[config.mk]
export PLATFORM = sky130hd
export DESIGN_NAME = radiotap_rx_header_builder_unit
export DESIGN_NICKNAME = d
export VERILOG_FILES = /design/src/rtl/core/rrhb_pkg.sv /design/src/rtl/core/rrhb_decode.sv /design/src/rtl/core/rrhb_serializer.sv /design/src/rtl/core/radiotap_rx_header_builder_unit.sv
export SDC_FILE = /design/constraint.sdc
export NUM_CORES = 1
export LEC_CHECK = 0
export BUFFER_PORTS_ARGS = -buffer_cell sky130_fd_sc_hd__buf_4
export CORE_ASPECT_RATIO = 0.5
export CORE_MARGIN = 2
export CORE_UTILIZATION = 35
export CTS_CLUSTER_DIAMETER = 40
export CTS_CLUSTER_SIZE = 16
export DETAILED_ROUTE_END_ITERATION = 8
export PLACE_DENSITY = 0.61
export SLEW_MARGIN = 20
export SYNTH_ARGS = -nofsm -noshare
export SYNTH_HDL_FRONTEND = slang
export SYNTH_SLANG_ARGS = --single-unit
export TNS_END_PERCENT = 1
[constraint.sdc]
create_clock -name clock -period 5.7 [get_ports clock]
set_input_delay 1.71 -clock clock [delete_from_list [all_inputs] [get_ports clock]]
set_output_delay 1.71 -clock clock [all_outputs]
set_load 0.03 [all_outputs]
[src/rtl/core/rrhb_pkg.sv]
`timescale 1ns / 1ps
// shared types, codes and the legacy rate table for the radiotap rx header builder
// no dependencies

package rrhb_pkg;

   localparam int HDR_IDX_W = 6;

   localparam logic [5:0] HDR_LEN_LEGACY = 6'd23;
   localparam logic [5:0] HDR_LEN_HT     = 6'd26;
   localparam logic [5:0] HDR_LEN_VHT    = 6'd36;

   localparam logic [1:0] KIND_LEGACY = 2'd0;
   localparam logic [1:0] KIND_HT     = 2'd1;
   localparam logic [1:0] KIND_VHT    = 2'd2;

   localparam logic [7:0] CODE_HT_BASE  = 8'h80;
   localparam logic [7:0] CODE_VHT_BASE = 8'hA0;

   localparam logic [15:0] FREQ_5G_MIN = 16'd5000;

   localparam logic [15:0] CHAN_CCK  = 16'h0020;
   localparam logic [15:0] CHAN_OFDM = 16'h0040;
   localparam logic [15:0] CHAN_2GHZ = 16'h0080;
   localparam logic [15:0] CHAN_5GHZ = 16'h0100;

   localparam logic [7:0] FLAG_WEP      = 8'h04;
   localparam logic [7:0] PRESENT_BASE  = 8'h2B;
   localparam logic [7:0] PRESENT_RATE  = 8'h04;
   localparam logic [7:0] PRESENT_MCS   = 8'h08;
   localparam logic [7:0] PRESENT_VHT   = 8'h20;
   localparam logic [7:0] MCS_KNOWN     = 8'h03;
   localparam logic [7:0] VHT_KNOWN_BW  = 8'h40;
   localparam logic [7:0] VHT_BW_80     = 8'd4;
   localparam logic [7:0] VHT_BW_160    = 8'd11;
   localparam logic [3:0] VHT_MCS_MAX   = 4'd9;

   typedef struct packed {
      logic [7:0]        phy_rate;
      logic [63:0]       tsf_value;
      logic [15:0]       channel_mhz;
      logic signed [7:0] signal_dbm;
      logic              was_decrypted;
   } req_type;

   typedef struct packed {
      logic [7:0] header_byte;
      logic       last_byte;
   } rsp_type;

   // everything the serializer needs to lay out one header
   typedef struct packed {
      logic [63:0] tsf;
      logic [15:0] freq;
      logic [15:0] chflags;
      logic [7:0]  sig;
      logic [7:0]  flags;
      logic [7:0]  rate;
      logic [7:0]  present0;
      logic [7:0]  present2;
      logic [5:0]  len;
      logic [7:0]  b23;
      logic [7:0]  b24;
      logic [7:0]  b25;
      logic [7:0]  b27;
      logic [7:0]  b28;
   } frame_type;

   // legacy rate in 500 kbps units, zero for a code not in the table
   function automatic logic [7:0] legacy_rate(input logic [7:0] code);
      logic [7:0] r;
      unique case (code)
         8'h1B:   r = 8'd2;
         8'h1A:   r = 8'd4;
         8'h19:   r = 8'd11;
         8'h18:   r = 8'd22;
         8'h0B:   r = 8'd12;
         8'h0F:   r = 8'd18;
         8'h0A:   r = 8'd24;
         8'h0E:   r = 8'd36;
         8'h09:   r = 8'd48;
         8'h0D:   r = 8'd72;
         8'h08:   r = 8'd96;
         8'h0C:   r = 8'd108;
         default: r = 8'd0;
      endcase
      return r;
   endfunction

endpackage

[src/rtl/core/rrhb_decode.sv]
`timescale 1ns / 1ps
// decode stage: turns one frame's metadata into a registered header layout
// depends on rrhb_pkg

module rrhb_decode (
   input  logic                clock,
   input  logic                reset,
   input  logic                in_valid,
   output logic                in_ready,
   input  rrhb_pkg::req_type   in_data,
   output logic                out_valid,
   input  logic                out_ready,
   output rrhb_pkg::frame_type out_data
);

   logic                valid_ff, valid_in;
   rrhb_pkg::frame_type frame_ff, frame_in;

   logic [1:0] kind;
   logic [7:0] rate;
   logic       cck;
   logic [3:0] vht_mcs;
   logic [3:0] vht_nss;

   always_comb begin
      priority if (in_data.phy_rate < rrhb_pkg::CODE_HT_BASE) begin
         kind = rrhb_pkg::KIND_LEGACY;
      end else if (in_data.phy_rate < rrhb_pkg::CODE_VHT_BASE) begin
         kind = rrhb_pkg::KIND_HT;
      end else begin
         kind = rrhb_pkg::KIND_VHT;
      end
   end

   assign rate = (kind == rrhb_pkg::KIND_LEGACY) ?
                 rrhb_pkg::legacy_rate(in_data.phy_rate) : 8'd0;
   // the four cck codes sit at 0x18..0x1b
   assign cck  = (in_data.phy_rate[7:2] == 6'b000110);
   assign vht_mcs = (in_data.phy_rate[3:0] > rrhb_pkg::VHT_MCS_MAX) ?
                    rrhb_pkg::VHT_MCS_MAX : in_data.phy_rate[3:0];
   assign vht_nss = in_data.phy_rate[4] ? 4'd2 : 4'd1;

   always_comb begin
      frame_in          = '0;
      frame_in.tsf      = in_data.tsf_value;
      frame_in.freq     = in_data.channel_mhz;
      frame_in.sig      = in_data.signal_dbm;
      frame_in.flags    = in_data.was_decrypted ? rrhb_pkg::FLAG_WEP : 8'd0;
      frame_in.rate     = rate;
      frame_in.present0 = rrhb_pkg::PRESENT_BASE |
                          ((rate != 8'd0) ? rrhb_pkg::PRESENT_RATE : 8'd0);
      frame_in.chflags  = (in_data.channel_mhz >= rrhb_pkg::FREQ_5G_MIN) ?
                          rrhb_pkg::CHAN_5GHZ : rrhb_pkg::CHAN_2GHZ;
      unique case (kind)
         rrhb_pkg::KIND_LEGACY: begin
            frame_in.len     = rrhb_pkg::HDR_LEN_LEGACY;
            frame_in.chflags = frame_in.chflags |
                               ((cck && rate != 8'd0) ? rrhb_pkg::CHAN_CCK
                                                      : rrhb_pkg::CHAN_OFDM);
         end
         rrhb_pkg::KIND_HT: begin
            frame_in.len      = rrhb_pkg::HDR_LEN_HT;
            frame_in.present2 = rrhb_pkg::PRESENT_MCS;
            frame_in.b23      = rrhb_pkg::MCS_KNOWN;
            frame_in.b24      = {7'd0, in_data.phy_rate[4]};
            frame_in.b25      = {4'd0, in_data.phy_rate[3:0]};
         end
         rrhb_pkg::KIND_VHT: begin
            // byte 23 is alignment padding before the vht field
            frame_in.len      = rrhb_pkg::HDR_LEN_VHT;
            frame_in.present2 = rrhb_pkg::PRESENT_VHT;
            frame_in.b24      = rrhb_pkg::VHT_KNOWN_BW;
            frame_in.b27      = (in_data.phy_rate[7:5] == 3'b110) ?
                                rrhb_pkg::VHT_BW_160 : rrhb_pkg::VHT_BW_80;
            frame_in.b28      = {vht_mcs, vht_nss};
         end
         default: begin
            frame_in.len = rrhb_pkg::HDR_LEN_LEGACY;
         end
      endcase
   end

   assign in_ready = !valid_ff || out_ready;

   always_comb begin
      valid_in = valid_ff;
      if (in_ready) begin
         valid_in = in_valid;
      end
   end

   always_ff @(posedge clock) begin
      if (reset) begin
         valid_ff <= 1'b0;
      end else begin
         valid_ff <= valid_in;
      end
   end

   always_ff @(posedge clock) begin
      if (in_ready && in_valid) begin
         frame_ff <= frame_in;
      end
   end

   assign out_valid = valid_ff;
   assign out_data  = frame_ff;

endmodule

[src/rtl/core/rrhb_serializer.sv]
`timescale 1ns / 1ps
// serializer: holds one header layout and walks it out one word per cycle while out_ready is high
// depends on rrhb_pkg

module rrhb_serializer (
   input  logic                clock,
   input  logic                reset,
   input  logic                in_valid,
   output logic                in_ready,
   input  rrhb_pkg::frame_type in_data,
   output logic                out_valid,
   input  logic                out_ready,
   output rrhb_pkg::rsp_type   out_data
);

   logic                                 valid_ff, valid_in;
   logic [rrhb_pkg::HDR_IDX_W-1:0]       idx_ff, idx_in;
   rrhb_pkg::frame_type                  frame_ff;
   logic                                 last;
   logic                                 load;
   logic [7:0]                           hbyte;

   assign last     = (idx_ff == frame_ff.len - 6'd1);
   assign in_ready = !valid_ff || (out_ready && last);
   assign load     = in_ready && in_valid;

   always_comb begin
      valid_in = valid_ff;
      idx_in   = idx_ff;
      if (valid_ff && out_ready) begin
         idx_in = last ? '0 : idx_ff + 6'd1;
      end
      if (in_ready) begin
         valid_in = in_valid;
      end
   end

   always_ff @(posedge clock) begin
      if (reset) begin
         valid_ff <= 1'b0;
         idx_ff   <= '0;
      end else begin
         valid_ff <= valid_in;
         idx_ff   <= idx_in;
      end
   end

   always_ff @(posedge clock) begin
      if (load) begin
         frame_ff <= in_data;
      end
   end

   // byte 17 is the rate or, when absent, padding before channel
   always_comb begin
      unique case (idx_ff)
         6'd2:    hbyte = {2'd0, frame_ff.len};
         6'd4:    hbyte = frame_ff.present0;
         6'd6:    hbyte = frame_ff.present2;
         6'd8:    hbyte = frame_ff.tsf[7:0];
         6'd9:    hbyte = frame_ff.tsf[15:8];
         6'd10:   hbyte = frame_ff.tsf[23:16];
         6'd11:   hbyte = frame_ff.tsf[31:24];
         6'd12:   hbyte = frame_ff.tsf[39:32];
         6'd13:   hbyte = frame_ff.tsf[47:40];
         6'd14:   hbyte = frame_ff.tsf[55:48];
         6'd15:   hbyte = frame_ff.tsf[63:56];
         6'd16:   hbyte = frame_ff.flags;
         6'd17:   hbyte = frame_ff.rate;
         6'd18:   hbyte = frame_ff.freq[7:0];
         6'd19:   hbyte = frame_ff.freq[15:8];
         6'd20:   hbyte = frame_ff.chflags[7:0];
         6'd21:   hbyte = frame_ff.chflags[15:8];
         6'd22:   hbyte = frame_ff.sig;
         6'd23:   hbyte = frame_ff.b23;
         6'd24:   hbyte = frame_ff.b24;
         6'd25:   hbyte = frame_ff.b25;
         6'd27:   hbyte = frame_ff.b27;
         6'd28:   hbyte = frame_ff.b28;
         default: hbyte = 8'd0;
      endcase
   end

   assign out_valid            = valid_ff;
   assign out_data.header_byte = hbyte;
   assign out_data.last_byte   = last;

endmodule

[src/rtl/core/radiotap_rx_header_builder_unit.sv]
`timescale 1ns / 1ps
// Radiotap receive header builder: one frame's metadata in, its little-endian
// radiotap header out one byte per word, last byte marked. Headers are 23
// bytes for legacy codes, 26 for HT and 36 for VHT, sent over the one-byte-wide
// result channel. A frame enters a decode register and is laid out in a single
// pass; the next frame is accepted into that register while the current header
// drains, and a frame waiting there is loaded in the same cycle as the previous
// header's last byte is taken on the result channel. Depends on rrhb_pkg,
// rrhb_decode and rrhb_serializer.

module radiotap_rx_header_builder_unit (
   input  logic              clock,
   input  logic              reset,
   input  logic              req_valid,
   output logic              req_ready,
   input  rrhb_pkg::req_type req_data,
   output logic              rsp_valid,
   input  logic              rsp_ready,
   output rrhb_pkg::rsp_type rsp_data
);

   logic                frame_valid;
   logic                frame_ready;
   rrhb_pkg::frame_type frame_data;

   rrhb_decode u_decode (
      .clock     (clock),
      .reset     (reset),
      .in_valid  (req_valid),
      .in_ready  (req_ready),
      .in_data   (req_data),
      .out_valid (frame_valid),
      .out_ready (frame_ready),
      .out_data  (frame_data)
   );

   rrhb_serializer u_serializer (
      .clock     (clock),
      .reset     (reset),
      .in_valid  (frame_valid),
      .in_ready  (frame_ready),
      .in_data   (frame_data),
      .out_valid (rsp_valid),
      .out_ready (rsp_ready),
      .out_data  (rsp_data)
   );

endmodule
==> results by group <==
Run status
  • Outcome: complete, no violations

Clock tree
  • CTS tree: yes
  • Number of clock sinks: 246
  • Max H-tree Level: 1
  • Reg clk slew, reported paths: 70 ps
  • Post_cts resized: 0
  • Cts hold-fix bufs: 0
  • Setup bufs post-CTS: 0
  • Cts bufs inserted: 24
  • Root Buffer: clkbuf_16
  • Worst-Skew Late Latency: 510 ps
  • Clk buf depth: 3

Logic synthesis
  • Synth top area share: 0.778
  • Register area share after synthesis: 0.796
  • Mean Syn Cell Area: approximately 17 um2
  • Flops & latches, synth: 246
  • Yosys warns: 0
  • Top FF cell, synth: edfxtp_1
  • Number of synthesized flops with an enable pin: 238
  • Synthesized area: between 9000 and 10000 um2
  • Post-synth ARST share: 0
  • Syn Nets: 645
  • Cells after synthesis: 534
  • Synth area leaders: edfxtp_1, a22oi_1, dfxtp_1
  • Yosys cell types: 61
  • Cell taking the most area after synthesis: edfxtp_1

Hold path
  • HP Class: register to register
  • Hold EP: u_serializer.frame_ff[18]
  • Hold Path Stages: 0
  • Worst min-delay path startpoint: u_decode.out_data[18]

Global routing
  • Initial antenna violation count: 0
  • Vias in the first global route: 5187
  • First-pass GRT wire length: between 30 and 40 mm
  • Largest net degree at the start of global routing: 120
  • Grt total ovfl: 0
  • GR Util All Layers: 0.149

Placement
  • Hpwl dp: 14.1 mm
  • DP Worst Slack: 1290 ps
  • Gpl congestion: 0.820
  • Port Buffers: approximately 110

Worst setup path
  • Worst setup EP type: output port
  • CP max stage cell: dfxtp_1
  • R2r setup slk: 1990 ps
  • Crit Path Max Fanout: 20
  • Worst path max stage delay: approximately 760 ps
  • RR Endpoint: u_decode.out_data[42]
  • Worst-path cell chain: nor4b_2, buf_4, and2_1, a22o_1, nor4_1, nand4_1, buf_4
  • Required @ worst endpoint: 3990 ps
  • CP startpoint: u_serializer.idx_ff[2]
  • CP Data Arrival Time: 3280 ps
  • Most used cell, CP: buf_4
  • Reg-to-reg startpoint: u_serializer.frame_ff[44]
  • Worst Setup Start Kind: register
  • Worst R2R Path Depth: 8
  • Kind of critical path: register to output port

Pwr
  • Combinational power share: 0.043
  • Psw: about 0.00083 W
  • Peak supply drop: 0.000202 V
  • Pleak: 3.92 nW
  • Int Pwr: 0.00313 W
  • Pwr/cell area: 352 nW/um2
  • Reg power frac: 0.544
  • Clock power frac: 0.414
  • Sw frac: 0.209

Timing
  • Fin crit period: 4990 ps
  • Fmax: 0.200 GHz
  • RSZ-0062 raised after global routing: false
  • Setup ws final: 711 ps
  • Max-slew violation count: 0
  • Hold Fails Final Rpt: 0
  • Fin Clk Skew: 13.7 ps
  • Worst hold slack: 407 ps
  • Slew HR: 0.421
  • Worst-Margin Slew: 856 ps
  • Tcrit/Tclk final: 0.875
  • Final setup vio count: 0
  • Total negative slack: 0 ps

Die
  • Core area: 25500 um2
  • Die Height: roughly 120 um
  • Die width: 233 um
  • Row count: 41
  • Initial Util: 0.360
  • Top Ports: 112
  • DIE AREA: roughly 28000 um2

Final layout
  • Most frequent cells in the layout: edfxtp_1, buf_4, a22oi_1, nor2_1, clkbuf_16
  • Synthesis-to-layout area growth: 22.4%
  • Final nets: 762
  • Utilization after layout: 0.441
  • Multi-input logic area: 1720 um2
  • Fraction of layout cells with a size suffix above 1: 0.254
  • Register area: 7310 um2
  • Fillers: around 2200
  • Commonest non-fill, non-tap cell in the layout: edfxtp_1
  • ANT cells: 0

Detailed routing
  • Initial DRC count: 552
  • Drt wl/cell: 20.3 um
  • Router iterations before antenna repair: 5
  • Final wirelength: 20.6 mm
  • Post-route DRC: 0
  • Via Count: 5207
  • Vias per cell: 5.14
  • Final ANT Viol Nets: 0

Flow run
  • Max Cap Viol: 0
-- cell usage after synthesis (3+ instances only) --
cell and instances:
edfxtp_1 238, a22oi_1 27, nor2_1 26, nand2_1 20
a32oi_1 16, and2_1 15, inv_1 14, buf_2 12
nand3_1 12, nand4_1 11, clkbuf_1 10, ha_1 10
a21oi_1 9, dfxtp_1 8, nand3b_1 7, o21ai_0 7
a31oi_1 6, and3_1 6, nand2b_1 4, nor2b_1 4
nor3_1 4, nor4_1 4, nor4bb_1 4, xor2_1 4
a22o_1 3, and4_1 3, o211ai_1 3, o22ai_1 3
-- layer usage --
| layer | up-vias | track usage | routed length [um] |
|---|---|---|---|
| li1 | 2366 | - | - |
| met1 | 2608 | 0.214 | 9160 |
| met2 | 197 | 0.236 | 9710 |
| met3 | 36 | 0.0246 | 1260 |
| met4 | 0 | 0.0374 | 422 |
| met5 | - | 0 | 0 |
-- metrics by stage --
step	cells	power (W)	instance area, um2
after global routing	1013	0.00410	11200
after floorplan	534	0.00226	9180
after global placement	969	0.00236	10400
final	1013	0.00396	11200
after detailed placement	969	0.00236	10400
after CTS	1013	0.00400	11200
-- critical path, delay by kind of cell, from the launching register on --
family | cells | cell delay [ps]
AO/OA/AOI/OAI | 1 | 340
buffers and inverters | 2 | 450
flip-flops | 1 | 760
AND/OR/NAND/NOR | 4 | 1210
-- cells by family (layout without fill, tap and decap cells) --
logic type | after synthesis | count (layout) | share of synthesized area
mux | 3 | 3 | 0.00381
compound gates | 94 | 94 | 0.0766
flops | 246 | 246 | 0.796
xor+xnor | 6 | 6 | 0.00654
buf+inv | 41 | 176 | 0.0200
simple gates | 134 | 134 | 0.0838
fa+ha+maj | 10 | 10 | 0.0136
-- layout make-up --
cell class | instances | area share
Timing Repair Buffer | 117 | 0.0793
Clock buffer | 27 | 0.0563
Multi-Input combinational cell | 247 | 0.153
Sequential cell | 246 | 0.650
Inverter | 15 | 0.00501
Clock inverter | 17 | 0.0178
Tap cell | 344 | 0.0383
-- power by group through the flow --
stage	Combinational, W	Sequential, W	Clock, W
finish	0.000169	0.00215	0.00164
floorplan	0.0000761	0.00218	0
CTS	0.000172	0.00215	0.00167
detailed placement	0.000172	0.00219	0
global placement	0.000167	0.00219	0
global route	0.000186	0.00216	0.00175
-- registers in the layout (all words and copies together), names as in the netlist --
name	flops
u_decode.out_valid	1
u_decode.out_data	119
u_serializer.frame_ff	119
u_serializer.out_valid	1
u_serializer.idx_ff	6
-- worst max path at each step --
stage	cells past startpoint	to	slack, ps
final	7	rsp_data[2]	710
after global routing	7	rsp_data[2]	630
after CTS	7	rsp_data[2]	730
after detailed placement	7	rsp_data[2]	1290
after global placement	7	rsp_data[2]	1350
after floorplan	2	u_decode.out_data[0]	520
(Power assumes the default switching activity.)
